--- config.mk ---
export PLATFORM = sky130hd
export DESIGN_NAME = image_header_dimension_sniffer
export DESIGN_NICKNAME = d
export VERILOG_FILES = /design/src/ihds_pkg.sv /design/src/ihds_jpeg.sv /design/src/image_header_dimension_sniffer.sv
export SDC_FILE = /design/constraint.sdc
export NUM_CORES = 1
export LEC_CHECK = 0
export ABC_CLOCK_PERIOD_IN_PS = 5110
export BUFFER_PORTS_ARGS = -buffer_cell sky130_fd_sc_hd__buf_2
export CORE_AREA = 2 2 180 182
export CTS_BUF_LIST = sky130_fd_sc_hd__clkbuf_8
export CTS_CLUSTER_SIZE = 20
export DETAILED_ROUTE_END_ITERATION = 16
export DIE_AREA = 0 0 182 184
export PLACE_DENSITY = 0.66
export RECOVER_POWER = 50
export REMOVE_ABC_BUFFERS = 1
export SKIP_LAST_GASP = 1
export SYNTH_ARGS = -nofsm -noshare
export SYNTH_HDL_FRONTEND = slang
export SYNTH_HIERARCHICAL = 1
export SYNTH_SLANG_ARGS = --single-unit
--- constraint.sdc ---
create_clock -name clk -period 5.11 [get_ports clk]
set_input_delay 0.7665 -clock clk [delete_from_list [all_inputs] [get_ports clk]]
set_output_delay 0.7665 -clock clk [all_outputs]
set_load 0.005 [all_outputs]
--- src/ihds_pkg.sv ---
// ----------------------------------------------------------------------------
// ihds_pkg
// Shared types, byte codes and small lookup functions for the image header
// dimension sniffer.
// ----------------------------------------------------------------------------
package ihds_pkg;

  // Default width of the saturating byte position counter
  localparam int unsigned POSITION_BITS_DEF = 32;

  // Format codes, as reported on the result port
  typedef enum logic [1:0] {
    FMT_NONE = 2'd0,
    FMT_PNG  = 2'd1,
    FMT_BMP  = 2'd2,
    FMT_JPEG = 2'd3
  } fmt_t;

  // Decision state of the current file
  typedef enum logic [2:0] {
    DEC_OPEN  = 3'b001,
    DEC_FOUND = 3'b010,
    DEC_NONE  = 3'b100
  } dec_t;

  // JPEG marker walk phases
  typedef enum logic [5:0] {
    PH_SEEK  = 6'b000001,
    PH_MARK  = 6'b000010,
    PH_LENHI = 6'b000100,
    PH_LENLO = 6'b001000,
    PH_SKIP  = 6'b010000,
    PH_SOF   = 6'b100000
  } phase_t;

  // Leading bytes
  localparam logic [7:0] LEAD_PNG  = 8'h89;
  localparam logic [7:0] LEAD_BMP  = 8'h42;
  localparam logic [7:0] BMP_SECOND = 8'h4D;

  // JPEG marker bytes
  localparam logic [7:0] MRK_PREFIX = 8'hFF;
  localparam logic [7:0] MRK_SOI    = 8'hD8;
  localparam logic [7:0] MRK_EOI    = 8'hD9;
  localparam logic [7:0] MRK_SOS    = 8'hDA;
  localparam logic [7:0] MRK_TEM    = 8'h01;
  localparam logic [7:0] MRK_RST0   = 8'hD0;
  localparam logic [7:0] MRK_RST7   = 8'hD7;
  localparam logic [7:0] MRK_DHT    = 8'hC4;
  localparam logic [7:0] MRK_JPG    = 8'hC8;
  localparam logic [7:0] MRK_DAC    = 8'hCC;
  localparam logic [7:0] MRK_SOF_LO = 8'hC0;
  localparam logic [7:0] MRK_SOF_HI = 8'hCF;

  // Counter values inside an SOF segment (counter starts at 4 on precision)
  localparam logic [15:0] SOF_START  = 16'd4;
  localparam logic [15:0] SOF_HGT_HI = 16'd5;
  localparam logic [15:0] SOF_HGT_LO = 16'd6;
  localparam logic [15:0] SOF_WID_HI = 16'd7;
  localparam logic [15:0] SOF_WID_LO = 16'd8;
  localparam logic [15:0] SOF_COMP   = 16'd9;

  // Default channel count
  localparam logic [7:0] CHAN_DEF = 8'd3;

  // Events from the JPEG walker to the capture logic
  typedef struct packed {
    logic dec_none;
    logic dec_found;
    logic hgt_hi;
    logic hgt_lo;
    logic wid_hi;
    logic wid_lo;
  } jpeg_evt_t;

  // PNG signature byte at position idx
  function automatic logic [7:0] png_magic(input logic [2:0] idx);
    logic [7:0] val;
    unique case (idx)
      3'd0:    val = 8'h89;
      3'd1:    val = 8'h50;
      3'd2:    val = 8'h4E;
      3'd3:    val = 8'h47;
      3'd4:    val = 8'h0D;
      3'd5:    val = 8'h0A;
      3'd6:    val = 8'h1A;
      default: val = 8'h0A;
    endcase
    return val;
  endfunction

  // IHDR chunk tag byte at position idx
  function automatic logic [7:0] png_ihdr(input logic [1:0] idx);
    logic [7:0] val;
    unique case (idx)
      2'd0:    val = 8'h49;
      2'd1:    val = 8'h48;
      2'd2:    val = 8'h44;
      default: val = 8'h52;
    endcase
    return val;
  endfunction

  // Start-of-frame markers carry dimensions; DHT, JPG and DAC share the range
  function automatic logic is_sof(input logic [7:0] m);
    return (m >= MRK_SOF_LO) && (m <= MRK_SOF_HI) &&
           (m != MRK_DHT) && (m != MRK_JPG) && (m != MRK_DAC);
  endfunction

  // Magnitude of a signed 32-bit value; the most negative value maps to itself
  function automatic logic [31:0] mag32(input logic [31:0] v);
    return v[31] ? (32'd0 - v) : v;
  endfunction

endpackage

--- src/ihds_jpeg.sv ---
// ----------------------------------------------------------------------------
// ihds_jpeg
// JPEG marker segment walker: passes standalone markers, skips segment
// bodies and flags the SOF bytes that carry height, width and components.
// ----------------------------------------------------------------------------
module ihds_jpeg (
  input  logic                  clk,
  input  logic                  rst,
  input  logic                  en,
  input  logic                  clr,
  input  logic [7:0]            byte_value,
  output ihds_pkg::jpeg_evt_t   evt
);

  ihds_pkg::phase_t phase, phase_next;
  logic [7:0]       marker, marker_next;
  logic [7:0]       len_hi, len_hi_next;
  logic [15:0]      count, count_next;
  logic [15:0]      seg_len;
  logic [15:0]      count_dec;

  assign seg_len   = {len_hi, byte_value};
  assign count_dec = count - 16'd1;

  // Walk one byte
  always_comb begin
    phase_next  = phase;
    marker_next = marker;
    len_hi_next = len_hi;
    count_next  = count;
    evt         = '0;
    unique case (phase)
      ihds_pkg::PH_SEEK: begin
        if (byte_value == ihds_pkg::MRK_PREFIX) begin
          phase_next = ihds_pkg::PH_MARK;
        end
      end
      ihds_pkg::PH_MARK: begin
        priority if (byte_value == ihds_pkg::MRK_EOI ||
                     byte_value == ihds_pkg::MRK_SOS) begin
          evt.dec_none = 1'b1;
        end else if (byte_value == ihds_pkg::MRK_SOI ||
                     byte_value == ihds_pkg::MRK_TEM ||
                     (byte_value >= ihds_pkg::MRK_RST0 &&
                      byte_value <= ihds_pkg::MRK_RST7)) begin
          phase_next = ihds_pkg::PH_SEEK;
        end else begin
          marker_next = byte_value;
          phase_next  = ihds_pkg::PH_LENHI;
        end
      end
      ihds_pkg::PH_LENHI: begin
        len_hi_next = byte_value;
        phase_next  = ihds_pkg::PH_LENLO;
      end
      ihds_pkg::PH_LENLO: begin
        priority if (ihds_pkg::is_sof(marker)) begin
          count_next = ihds_pkg::SOF_START;
          phase_next = ihds_pkg::PH_SOF;
        end else if (seg_len <= 16'd2) begin
          phase_next = ihds_pkg::PH_SEEK;
        end else begin
          count_next = seg_len - 16'd2;
          phase_next = ihds_pkg::PH_SKIP;
        end
      end
      ihds_pkg::PH_SKIP: begin
        count_next = count_dec;
        if (count_dec == 16'd0) begin
          phase_next = ihds_pkg::PH_SEEK;
        end
      end
      ihds_pkg::PH_SOF: begin
        evt.hgt_hi    = (count == ihds_pkg::SOF_HGT_HI);
        evt.hgt_lo    = (count == ihds_pkg::SOF_HGT_LO);
        evt.wid_hi    = (count == ihds_pkg::SOF_WID_HI);
        evt.wid_lo    = (count == ihds_pkg::SOF_WID_LO);
        evt.dec_found = (count == ihds_pkg::SOF_COMP);
        count_next    = count + 16'd1;
      end
      default: begin
        phase_next = ihds_pkg::PH_SEEK;
      end
    endcase
  end

  // Hold walk state; clear at end of file
  always_ff @(posedge clk) begin
    if (rst || clr) begin
      phase <= ihds_pkg::PH_SEEK;
    end else if (en) begin
      phase <= phase_next;
    end
  end

  // Segment payload registers are always written before they are read
  always_ff @(posedge clk) begin
    if (en) begin
      marker <= marker_next;
      len_hi <= len_hi_next;
      count  <= count_next;
    end
  end

endmodule

--- src/image_header_dimension_sniffer.sv ---
// ----------------------------------------------------------------------------
// image_header_dimension_sniffer
// Recognizes PNG, BMP or JPEG from a byte stream and reports the image
// dimensions with one result request on the last byte of each file.
// ----------------------------------------------------------------------------
//
//   channel | handshake           | payload
//   --------+---------------------+------------------------------------------
//   input   | in_valid, in_ready  | byte_value[7:0], last_byte
//   result  | out_valid, out_ready| found, format[1:0], width[31:0],
//           |                     | height[31:0], channels[7:0]
//
// One byte is taken per cycle while in_ready is high; a byte carrying last_byte
// gives its result in the following cycle from the result register.
// Parse state sits in registers updated once per accepted byte; a single
// level of compare/shift logic sits between those and the result register.
// in_ready drops only while a result is held and out_ready is low.
// Synchronous reset returns the parser to the start of a file; the parser
// also returns there after every last byte.
// ----------------------------------------------------------------------------
module image_header_dimension_sniffer #(
  parameter int unsigned POSITION_BITS = ihds_pkg::POSITION_BITS_DEF
) (
  input  logic        clk,
  input  logic        rst,
  input  logic        in_valid,
  output logic        in_ready,
  input  logic [7:0]  byte_value,
  input  logic        last_byte,
  output logic        out_valid,
  input  logic        out_ready,
  output logic        found,
  output logic [1:0]  format,
  output logic [31:0] width,
  output logic [31:0] height,
  output logic [7:0]  channels
);

  localparam logic [POSITION_BITS-1:0] POS_MAX = {POSITION_BITS{1'b1}};

  logic                     acc;
  logic [POSITION_BITS-1:0] pos, pos_next;
  ihds_pkg::fmt_t           fmt, fmt_next;
  ihds_pkg::dec_t           decided, decided_next;
  logic [31:0]              width_shift, width_shift_next;
  logic [31:0]              height_shift, height_shift_next;
  logic [7:0]               channel_hold, channel_hold_next;
  logic                     jpeg_en;
  ihds_pkg::jpeg_evt_t      jpeg_evt;
  logic                     out_valid_next;

  assign in_ready = !out_valid || out_ready;
  assign acc      = in_valid && in_ready;

  // Feed the JPEG walker from the third byte on while undecided
  assign jpeg_en = acc && (decided == ihds_pkg::DEC_OPEN) &&
                   (fmt == ihds_pkg::FMT_JPEG) &&
                   (pos != POSITION_BITS'(0)) && (pos != POSITION_BITS'(1));

  ihds_jpeg u_jpeg (
    .clk        (clk),
    .rst        (rst),
    .en         (jpeg_en),
    .clr        (acc && last_byte),
    .byte_value (byte_value),
    .evt        (jpeg_evt)
  );

  // Advance the saturating position
  assign pos_next = (pos == POS_MAX) ? pos : pos + POSITION_BITS'(1);

  // Classify and capture one byte
  always_comb begin
    fmt_next          = fmt;
    decided_next      = decided;
    width_shift_next  = width_shift;
    height_shift_next = height_shift;
    channel_hold_next = channel_hold;
    if (decided == ihds_pkg::DEC_OPEN) begin
      if (pos == POSITION_BITS'(0)) begin
        priority if (byte_value == ihds_pkg::LEAD_PNG) begin
          fmt_next = ihds_pkg::FMT_PNG;
        end else if (byte_value == ihds_pkg::LEAD_BMP) begin
          fmt_next = ihds_pkg::FMT_BMP;
        end else if (byte_value == ihds_pkg::MRK_PREFIX) begin
          fmt_next = ihds_pkg::FMT_JPEG;
        end else begin
          fmt_next     = ihds_pkg::FMT_NONE;
          decided_next = ihds_pkg::DEC_NONE;
        end
      end else begin
        unique case (fmt)
          ihds_pkg::FMT_PNG: begin
            priority if (pos < POSITION_BITS'(8)) begin
              if (byte_value != ihds_pkg::png_magic(pos[2:0])) begin
                decided_next = ihds_pkg::DEC_NONE;
              end
            end else if (pos >= POSITION_BITS'(12) && pos < POSITION_BITS'(16)) begin
              if (byte_value != ihds_pkg::png_ihdr(pos[1:0])) begin
                decided_next = ihds_pkg::DEC_NONE;
              end
            end else if (pos >= POSITION_BITS'(16) && pos < POSITION_BITS'(20)) begin
              width_shift_next = {width_shift[23:0], byte_value};
            end else if (pos >= POSITION_BITS'(20) && pos < POSITION_BITS'(24)) begin
              height_shift_next = {height_shift[23:0], byte_value};
              if (pos == POSITION_BITS'(23)) begin
                channel_hold_next = ihds_pkg::CHAN_DEF;
                decided_next      = ihds_pkg::DEC_FOUND;
              end
            end else begin
              decided_next = decided;
            end
          end
          ihds_pkg::FMT_BMP: begin
            priority if (pos == POSITION_BITS'(1)) begin
              if (byte_value != ihds_pkg::BMP_SECOND) begin
                decided_next = ihds_pkg::DEC_NONE;
              end
            end else if (pos >= POSITION_BITS'(18) && pos < POSITION_BITS'(22)) begin
              width_shift_next = {byte_value, width_shift[31:8]};
            end else if (pos >= POSITION_BITS'(22) && pos < POSITION_BITS'(26)) begin
              height_shift_next = {byte_value, height_shift[31:8]};
              if (pos == POSITION_BITS'(25)) begin
                width_shift_next  = ihds_pkg::mag32(width_shift);
                height_shift_next = ihds_pkg::mag32({byte_value, height_shift[31:8]});
                channel_hold_next = ihds_pkg::CHAN_DEF;
                decided_next      = ihds_pkg::DEC_FOUND;
              end
            end else begin
              decided_next = decided;
            end
          end
          ihds_pkg::FMT_JPEG: begin
            if (pos == POSITION_BITS'(1)) begin
              if (byte_value != ihds_pkg::MRK_SOI) begin
                decided_next = ihds_pkg::DEC_NONE;
              end
            end else begin
              if (jpeg_evt.dec_none) begin
                decided_next = ihds_pkg::DEC_NONE;
              end
              if (jpeg_evt.dec_found) begin
                channel_hold_next = (byte_value == 8'd0) ? ihds_pkg::CHAN_DEF : byte_value;
                decided_next      = ihds_pkg::DEC_FOUND;
              end
              if (jpeg_evt.hgt_hi) begin
                height_shift_next = {16'd0, byte_value, 8'd0};
              end
              if (jpeg_evt.hgt_lo) begin
                height_shift_next = height_shift | {24'd0, byte_value};
              end
              if (jpeg_evt.wid_hi) begin
                width_shift_next = {16'd0, byte_value, 8'd0};
              end
              if (jpeg_evt.wid_lo) begin
                width_shift_next = width_shift | {24'd0, byte_value};
              end
            end
          end
          default: begin
            decided_next = ihds_pkg::DEC_NONE;
          end
        endcase
      end
    end
  end

  assign out_valid_next = (acc && last_byte) || (out_valid && !out_ready);

  // Hold parse control state; restart after the last byte
  always_ff @(posedge clk) begin
    if (rst) begin
      pos       <= '0;
      fmt       <= ihds_pkg::FMT_NONE;
      decided   <= ihds_pkg::DEC_OPEN;
      out_valid <= 1'b0;
    end else begin
      out_valid <= out_valid_next;
      if (acc) begin
        if (last_byte) begin
          pos     <= '0;
          fmt     <= ihds_pkg::FMT_NONE;
          decided <= ihds_pkg::DEC_OPEN;
        end else begin
          pos     <= pos_next;
          fmt     <= fmt_next;
          decided <= decided_next;
        end
      end
    end
  end

  // Capture dimension payload
  always_ff @(posedge clk) begin
    if (acc) begin
      width_shift  <= width_shift_next;
      height_shift <= height_shift_next;
      channel_hold <= channel_hold_next;
    end
  end

  // Load the result register on the last byte
  always_ff @(posedge clk) begin
    if (acc && last_byte) begin
      if (decided_next == ihds_pkg::DEC_FOUND) begin
        found    <= 1'b1;
        format   <= fmt_next;
        width    <= width_shift_next;
        height   <= height_shift_next;
        channels <= channel_hold_next;
      end else begin
        found    <= 1'b0;
        format   <= ihds_pkg::FMT_NONE;
        width    <= '0;
        height   <= '0;
        channels <= '0;
      end
    end
  end

`ifndef SYNTH
  // A last byte always yields a pending result
  a_last_gives_result: assert property (@(posedge clk) disable iff (rst)
    (in_valid && in_ready && last_byte) |=> out_valid)
    else $error("last byte accepted without a result");

  // A not-found result carries all-zero fields
  a_none_is_zero: assert property (@(posedge clk) disable iff (rst)
    (out_valid && !found) |->
      (format == ihds_pkg::FMT_NONE && width == 32'd0 &&
       height == 32'd0 && channels == 8'd0))
    else $error("not-found result has nonzero fields");

  // A found result names a format and a nonzero channel count
  a_found_fields: assert property (@(posedge clk) disable iff (rst)
    (out_valid && found) |-> (format != ihds_pkg::FMT_NONE && channels != 8'd0))
    else $error("found result with no format or zero channels");

  // The parser restarts at position zero after a last byte
  a_restart: assert property (@(posedge clk) disable iff (rst)
    (in_valid && in_ready && last_byte) |=>
      (pos == '0 && decided == ihds_pkg::DEC_OPEN))
    else $error("parser did not restart after last byte");
`endif

endmodule
==> results.toml, run 1 <==
[timing]
setup_viol = 0
tightest_slew_ps = 2060
min_period_ps = 4380
final-max-slew-violation-count = 180
fin_skew_ps = 18.7
slew_headroom_pct = -37.6
hold_ws_ps = 489
rsz0062_at_grt = "no"
timing.final.crit_share_pct = 85.7
hold_viol_final = 0
timing.setup.tns_ps = 0
max_clock_freq_ghz = 0.228

[global_routing]
antenna_found_initial = 0
grt_pass1_wl_microns = 64300
track_usage_pct = 24.0
overflow = 0
grt_pass1_vias = 11600
grt_max_degree = 75

[setup_path]
cp_data_arrival_time_ps = 4780
critical_path.max_stage_delay_ps = 1310
critPathCaptureType = "register"
rrSetupSlack_ps = 1090
crit_chain = "clkbuf_1 -> nand4_1 -> or4_1 -> nor2_1 -> o41ai_1 -> nor4_1 -> o21ai_4 -> buf_4 -> a31oi_1"
cp.required_ps = 5510
crit_path_start_kind = "input port"
slowest_stage = "clkbuf_1"
worst-path-max-fanout = 40
critPathKind = "input port to register"

[synth]
netlist_area_sq_mm = 0.0140
ys_top_cells_by_count = "edfxtp_1, nand2_1, nor2_1, a21oi_1, o21ai_0"
yosysMostFrequentCell = "edfxtp_1"
ys_top_cells_by_area = "edfxtp_1, dfxtp_1, nand2_1"
yosys_warnings = 6
avgSynthCellArea_sq_um = 9.41
yosysUniqueCellTypes = 92
synth_area_leader_cell = "edfxtp_1"
yosysSeqAreaShare_pct = 44.8
yosysTopAreaCellShare_pct = 38.5
synth-seq-cells = 223
synthFlopType = "edfxtp_1"
async_reset_ff_share_pct = 0
synth_edf_count = 179
synthCells = 1484

[finish]
instances_no_fill = 1962
layout-drive-gt1-share_pct = 9.74
fin_util_pct = 48.4
multiInputGateArea_sq_mm = 0.00710
area_growth_syn_to_layout_pct = 8.72
final-seq-area_sq_mm = 0.00626
fin_nets = 1560
nFillCells = 3027
diodes = 0

[job]
maxCapViolCount = 6

[power_and_ir_drop]
p_clk_share_pct = 39.7
p_per_area_mw_per_mm2 = 256
ir_drop_mv = 0.189
switching_power_uw = 995
p_leak_nw = 5.02
p_int_mw = 2.90
total_power_mw = 3.89
power_frac_seq_pct = 53.8
p_comb_share_pct = 6.5
switching_share_pct = 25.6

[detailed_routing]
viasPerCell = 6.25
first_iter_violations = 1516
post-route-drc-count = 0
antenna_left = 0
dr.pass1.iters = 6
wire_per_inst_microns = 20.9
via_count = 12300
totalWireLength_microns = 40900

[floorplanning]
design.core.area_sq_mm = 0.0314
die_area_sq_mm = 0.0335
row_count = 65
die_h_microns = 184
start_util_pct = 44.5
die_w_microns = 182
io_pins = 90

[clock_tree]
cts_tree = "yes"
ctsHtreeMaxLevel = 2
cts-root-buf = "clkbuf_8"
cts_sinks = 223
clk-insertion-delay-late_ps = 560
cts.repair.resized = 0
cts_setup_buffers = 0
hold_buffers = 0
clkTransAtPathRegs_ps = 70
numCtsBuffers = 39
clock_path_buffers = 3

[placement]
gp_congestion = 0.967
dp_hpwl_microns = 27400
io_buffers = 89
numPlacedInstances = 1891

[run_status]
violations = "max-capacitance violations, max-slew violations"
status = "complete, but fails checks"

[worst_hold_path]
min_path_type = "input port to register"
==> power groups by stage <==
stage / Clock, mW / Sequential (mW) / Combinational, mW
after floorplan: 0 / 2.11 / 0.146
after global placement: 0 / 2.13 / 0.252
after detailed placement: 0 / 2.13 / 0.255
after CTS: 1.59 / 2.09 / 0.256
after global routing: 1.67 / 2.10 / 0.275
final: 1.55 / 2.10 / 0.251
==> layout make-up <==
cell class | instances | area share, %
repair buffers | 104 | 3.17
well taps | 402 | 3.31
clock buffers | 40 | 3.62
multi-input cells | 1127 | 46.7
inverters | 35 | 0.881
clock inverters | 31 | 1.08
flip-flops and latches | 223 | 41.2
==> critical path: cells and delay by family <==
family / cells / cell delay (ps)
simple gates: 4 / 1850
buf+inv: 2 / 1600
compound gates: 3 / 510
==> state kept, by name, summed over array words and instances, names as in the netlist, 3 cells and up <==
signal and count:
height 32, u_jpeg/phase 6, u_jpeg/count 16, decided 3, u_jpeg/marker 8, channel_hold 8
pos 32, width 32, width_shift 32, height_shift 32, u_jpeg/len_hi 8, channels 8
==> stage by stage <==
step	setup slack, ps	instance area (sq um)
floorplan	1030	13500
detailed placement	1040	14600
global placement	1050	14600
global route	630	15200
CTS	1160	15300
finish	730	15200
==> path summary, 6_finish.rpt <==
kind,start,endpoint,depth (start not counted)
min,in_valid,out_valid$_SDFF_PP0_,3
max reg2reg,pos[1]$_SDFFE_PP0P_,height[3]$_SDFFCE_PP0P_,10
min reg2reg,pos[9]$_SDFFE_PP0P_,pos[9]$_SDFFE_PP0P_,2
max,byte_value[3],width[10]$_SDFFCE_PP0P_,9
==> layer usage <==
layer / track usage, % / routed length [microns]
met3: 3.53 / 3100
met5: 0 / 0
met2: 38.9 / 18800
met1: 32.7 / 17900
met4: 8.52 / 1190
==> cell families after synthesis <==
kind of cell               share of synthesized area, %
muxes                                             0.430
and+or+nand+nor                                    25.3
xor gates and xnor gates                           5.64
AOI/OAI and AO/OA                                  17.8
DFF                                                44.8
buffers and inverters                              4.51
adders and majority gates                          1.52
==> cell usage in the layout, fill, tap and decap left out, types with 25 or more instances in the layout <==
cell type / instances
a221o_1: 25
clkbuf_8: 40
nor2_1: 142
o21ai_0: 64
nor3_1: 56
a22oi_1: 39
buf_2: 38
dfxtp_1: 44
xor2_1: 43
edfxtp_1: 179
clkbuf_1: 53
nand3_1: 46
nor2b_1: 62
inv_1: 44
nand2_1: 147
nand4_1: 27
a21oi_1: 70
xnor2_1: 47
nor4_1: 28
No activity file was read; power rests on OpenSTA's default activity.
==> inputs of run 2 (changes only) <==
GPL_TIMING_DRIVEN = 0   (was unset)
==> run 2 against run 1 <==
Effect of this change: the run still ends with max-capacitance violations, max-slew violations left; combinational power about the same; hold slack improved by 21 ps; register-to-register slack got worse by 830 ps; critical endpoint is now width[31]$_SDFFCE_PP0P_; highest routed layer unchanged.
==> results.toml, run 2 (synthesis gave the netlist of run 1 again) <==
[run_status]
status = "complete, but fails checks"
violations = "max-capacitance violations, max-slew violations"

[setup_path]
crit_path_start_kind = "register"
cp_common_cell = "or3_1"
critPathKind = "register to register"
cp.required_ps = 5370
slowest_stage = "nand4_1"
cp_data_arrival_time_ps = 5110
worst-path-max-fanout = 32
crit_chain = "nor4_1 -> nand4_1 -> or3_1 -> nand2_1 -> or3_1 -> o21ai_2 -> o21ai_4 -> buf_12 -> a21oi_1"
critical_path.max_stage_delay_ps = 970
critPathCaptureType = "register"

[timing]
setup_viol = 0
layout_setup_ws_ps = 259
fin_skew_ps = 33.9
rsz0062_at_grt = "no"
min_period_ps = 4850
max_clock_freq_ghz = 0.206
timing.final.crit_share_pct = 94.9
tightest_slew_ps = 3020
slew_headroom_pct = -101
final-max-slew-violation-count = 229
hold_ws_ps = 510
hold_viol_final = 0

[finish]
diodes = 0
layout-drive-gt1-share_pct = 10.3
final_cell_mix = "edfxtp_1, nand2_1, nor2_1"
fin_nets = 1553
fin_util_pct = 48.3
final_common_cell = "edfxtp_1"
area_growth_syn_to_layout_pct = 8.53
instances_no_fill = 1952

[clock_tree]
hold_buffers = 0
clock_path_buffers = 3
cts-root-buf = "clkbuf_8"
cts.repair.resized = 0
cts_setup_buffers = 0
cts_tree = "yes"
clk-insertion-delay-late_ps = 550
ctsHtreeMaxLevel = 2
clkTransAtPathRegs_ps = 60
cts_sinks = 223
numCtsBuffers = 38

[floorplanning]
die_h_microns = 184
design.core.area_sq_mm = 0.0314
die_w_microns = 182
start_util_pct = 44.5
io_pins = 90
row_count = 65
die_area_sq_mm = 0.0335

[placement]
preCtsSetupSlack_ps = 357
dp_hpwl_microns = 26800
io_buffers = 89
numPlacedInstances = 1885
gp_congestion = 0.916

[worst_hold_path]
min_path_type = "input port to register"

[detailed_routing]
post-route-drc-count = 0
viasPerCell = 6.21
first_iter_violations = 1386
wire_per_inst_microns = 20.3
dr.pass1.iters = 6
antenna_left = 0
totalWireLength_microns = 39700
via_count = 12100

[power_and_ir_drop]
p_per_area_mw_per_mm2 = 251
power_frac_seq_pct = 55.0
p_int_mw = 2.83
p_comb_share_pct = 6.6
p_clk_share_pct = 38.4
switching_power_uw = 975
switching_share_pct = 25.6
ir_drop_mv = 0.178
p_leak_nw = 5.01

[global_routing]
track_usage_pct = 23.4
antenna_found_initial = 0
grt_pass1_wl_microns = 62800
overflow = 0
grt_pass1_vias = 11300
grt_max_degree = 56

[job]
maxCapViolCount = 8
## run 2: final cells by class
| type | instances | area (sq um) |
|---|---|---|
| Clock inverter | 28 | 126 |
| Multi-Input combinational cell | 1127 | 7110 |
| Sequential cell | 223 | 6260 |
| Tap cell | 402 | 503 |
| Fill cell | 2991 | 16200 |
| Timing Repair Buffer | 98 | 499 |
| Clock buffer | 39 | 537 |
| Inverter | 35 | 135 |
## run 2: per-layer routing
layer | GRT usage [%] | part of all wire, %
met2 | 37.7 | 46
met5 | 0 | 0
met3 | 3.80 | 7.4
met4 | 8.19 | 2.8
met1 | 32.0 | 44
## run 2: final timing paths
kind | startpoint | end | slack (ps) | depth (start not counted)
max | pos[29]$_SDFFE_PP0P_ | width[31]$_SDFFCE_PP0P_ | 260 | 9
min | in_valid | out_valid$_SDFF_PP0_ | 510 | 3
max reg2reg | pos[29]$_SDFFE_PP0P_ | width[31]$_SDFFCE_PP0P_ | 260 | 9
min reg2reg | pos[9]$_SDFFE_PP0P_ | pos[9]$_SDFFE_PP0P_ | 520 | 2
## run 2: worst max-delay path: cells and delay by family (launching register included)
kind            cells  cell delay [ps]
flops               1              340
compound gates      3              510
buf+inv             1              270
simple gates        5             3410
## run 2: power by group through the flow
stage | Sequential [mW] | Clock [mW] | Combinational (mW)
detailed placement | 2.12 | 0 | 0.257
finish | 2.09 | 1.46 | 0.251
global placement | 2.13 | 0 | 0.245
floorplan | 2.11 | 0 | 0.146
global route | 2.10 | 1.58 | 0.275
CTS | 2.09 | 1.50 | 0.258
## run 2: stage by stage
stage	total power, mW	cell area (sq um)	TNS, ps
detailed placement	2.38	14600	0
global route	3.95	15200	0
floorplan	2.25	13500	0
global placement	2.37	14400	-54440
finish	3.80	15200	0
CTS	3.84	15300	0
==> inputs of run 3 (changes only) <==
CORE_AREA = 2 2 253 130   (was 2 2 180 182)
DIE_AREA = 0 0 255 132   (was 0 0 182 184)
PLACE_DENSITY = 0.67   (was 0.66)
==> run 3 against run 2 <==
Effect of this change: the run still ends with max-capacitance violations, max-slew violations left; sequential share of layout area is 0.40 points lower; worst setup slack better by 53 ps; fmax is 1.1% higher; largest cell class unchanged; register-to-register slack better by 50 ps; critical endpoint is now height[0]$_SDFFCE_PP0P_; first-iteration DRC count is 23% higher; final cell count is 1.6% higher; die area is 0.51% higher; core utilization is 0.51 points higher; largest power group unchanged; critical path type unchanged; wire length is 4.5% higher; combinational power hardly changed; hold slack worse by 8.7 ps; clock skew is 2.7 ps higher.
==> results.toml, run 3 (synthesis gave the netlist of run 1 again) <==
[setup_path]
cp_top_family = "simple AND/OR/NAND/NOR gates"
startpoint = "pos[19]$_SDFFE_PP0P_"
r2r_start = "pos[19]$_SDFFE_PP0P_"
worst-path-max-fanout = 33
cp.required_ps = 5400
critPathKind = "register to register"
rrSetupSlack_ps = 310
crit_path_start_kind = "register"
critPathCaptureType = "register"
cp_data_arrival_time_ps = 5090
r2r_cells = 11
critical_path.max_stage_delay_ps = 1010
r2r-end = "height[0]$_SDFFCE_PP0P_"
crit_chain = "nor4_1 -> nand4_1 -> buf_4 -> or3_1 -> nand2_1 -> or3_1 -> o21ai_2 -> o21ai_4 -> buf_16 -> buf_16 -> a21oi_1"
cp.buffers_inverters = 3
slowest_stage = "nor4_1"

[timing]
hold_viol_final = 0
timing.setup.tns_ps = 0
slew_headroom_pct = -112
fin_skew_ps = 36.6
min_period_ps = 4800
layout_setup_ws_ps = 312
max_clock_freq_ghz = 0.208
setup_viol = 0
timing.final.crit_share_pct = 93.9
final-max-slew-violation-count = 163
tightest_slew_ps = 3180
rsz0062_at_grt = "no"

[floorplanning]
die_h_microns = 132
die_w_microns = 255
design.core.area_sq_mm = 0.0314
io_pins = 90
row_count = 46
die_area_sq_mm = 0.0337
start_util_pct = 44.5

[worst_hold_path]
min_to = "pos[1]$_SDFFE_PP0P_"
min_path_type = "input port to register"
hold_start = "rst"
hold_depth = 2

[detailed_routing]
viasPerCell = 6.28
totalWireLength_microns = 41500
antenna_left = 0
via_count = 12400
dr.pass1.iters = 6
first_iter_violations = 1705
wire_per_inst_microns = 20.9
post-route-drc-count = 0

[power_and_ir_drop]
p_leak_nw = 5.08
p_per_area_mw_per_mm2 = 260
total_power_mw = 3.98
ir_drop_mv = 0.117

[clock_tree]
clk-insertion-delay-late_ps = 570
cts_tree = "yes"
clock_path_buffers = 3
ctsHtreeMaxLevel = 2
cts.repair.resized = 0
cts_sinks = 223
cts-root-buf = "clkbuf_8"
clkTransAtPathRegs_ps = 70
numCtsBuffers = 36

[run_status]
status = "complete, but fails checks"
violations = "max-capacitance violations, max-slew violations"

[placement]
io_buffers = 89
numPlacedInstances = 1914
place_area_sq_mm = 0.0146
preCtsSetupSlack_ps = 93.4
gp_congestion = 0.932
dp_hpwl_microns = 27800

[finish]
instances_no_fill = 1983
final_area_sq_mm = 0.0153
final_common_cell = "edfxtp_1"
diodes = 0
nFillCells = 2919
fin_nets = 1555
multiInputGateArea_sq_mm = 0.00711
final-seq-area_sq_mm = 0.00626
layout-drive-gt1-share_pct = 10.4
final_cell_mix = "edfxtp_1, nand2_1, nor2_1"
area_growth_syn_to_layout_pct = 9.60

[global_routing]
grt_max_degree = 68
antenna_found_initial = 0
track_usage_pct = 24.1
grt_pass1_wl_microns = 64700
grt_pass1_vias = 11500
overflow = 0

[job]
maxCapViolCount = 6
run 3: cell types whose count changed in the layout (fill, tap and decap cells not counted), sizes merged:
cell | previous run | this run
dlymetal6s4s | 0 | 1
clkinv | 18 | 11
clkbuf | 82 | 84
buf | 55 | 56
bufinv | 0 | 3
nand4 | 27 | 28
run 3: worst reg2reg max path, cell delays in order (launching register included):
cell and delay [ps]:
dfxtp_1 350, nor4_1 1010, nand4_1 200, buf_4 250, or3_1 440, nand2_1 810
or3_1 490, o21ai_2 130, o21ai_4 320, buf_16 260, buf_16 200, a21oi_1 80
run 3: stage by stage:
step / utilization [%] / hold WS (ps)
after floorplan: - / 471
after global placement: 46.1 / 489
after detailed placement: 46.7 / 503
after CTS: 49.0 / 470
after global routing: 48.8 / 485
final: 48.8 / 501
run 3: timing repair:
action                                 4_1_cts  5_1_grt
buffers inserted                             0        4
endpoints found under the hold margin        0        0
setup endpoints to repair                    0       55
hold buffers                                 0        0
run 3: final cells by class:
type,count,area share [%]
Clock buffer,40,3.60
Clock inverter,24,1.21
Sequential cell,223,40.9
Inverter,35,0.882
Tap cell,432,3.53
Timing Repair Buffer,101,3.47
Multi-Input combinational cell,1128,46.5
run 3: layer usage:
layer	track usage (%)	vias to the layer above	part of all wire, %
li1	-	5663	-
met1	34.7	5991	44
met2	35.7	677	43
met3	5.01	117	9.9
met4	8.45	0	3.4
met5	0	-	0
run 3: power breakdown:
group / internal [mW] / switching, mW
Sequential: 2.03 / 0.0656
Clock: 0.875 / 0.759
Combinational: 0.0874 / 0.167
Total: 2.99 / 0.991
run 3: worst max path at each step:
stage,slack (ps),cells past startpoint,end
after detailed placement,90,10,height[2]$_SDFFCE_PP0P_
final,310,11,height[0]$_SDFFCE_PP0P_
after floorplan,1030,7,format[0]$_SDFFCE_PP0P_
after global routing,220,12,height[0]$_SDFFCE_PP0P_
after CTS,120,10,height[2]$_SDFFCE_PP0P_
after global placement,-880,8,width[16]$_SDFFCE_PP0P_
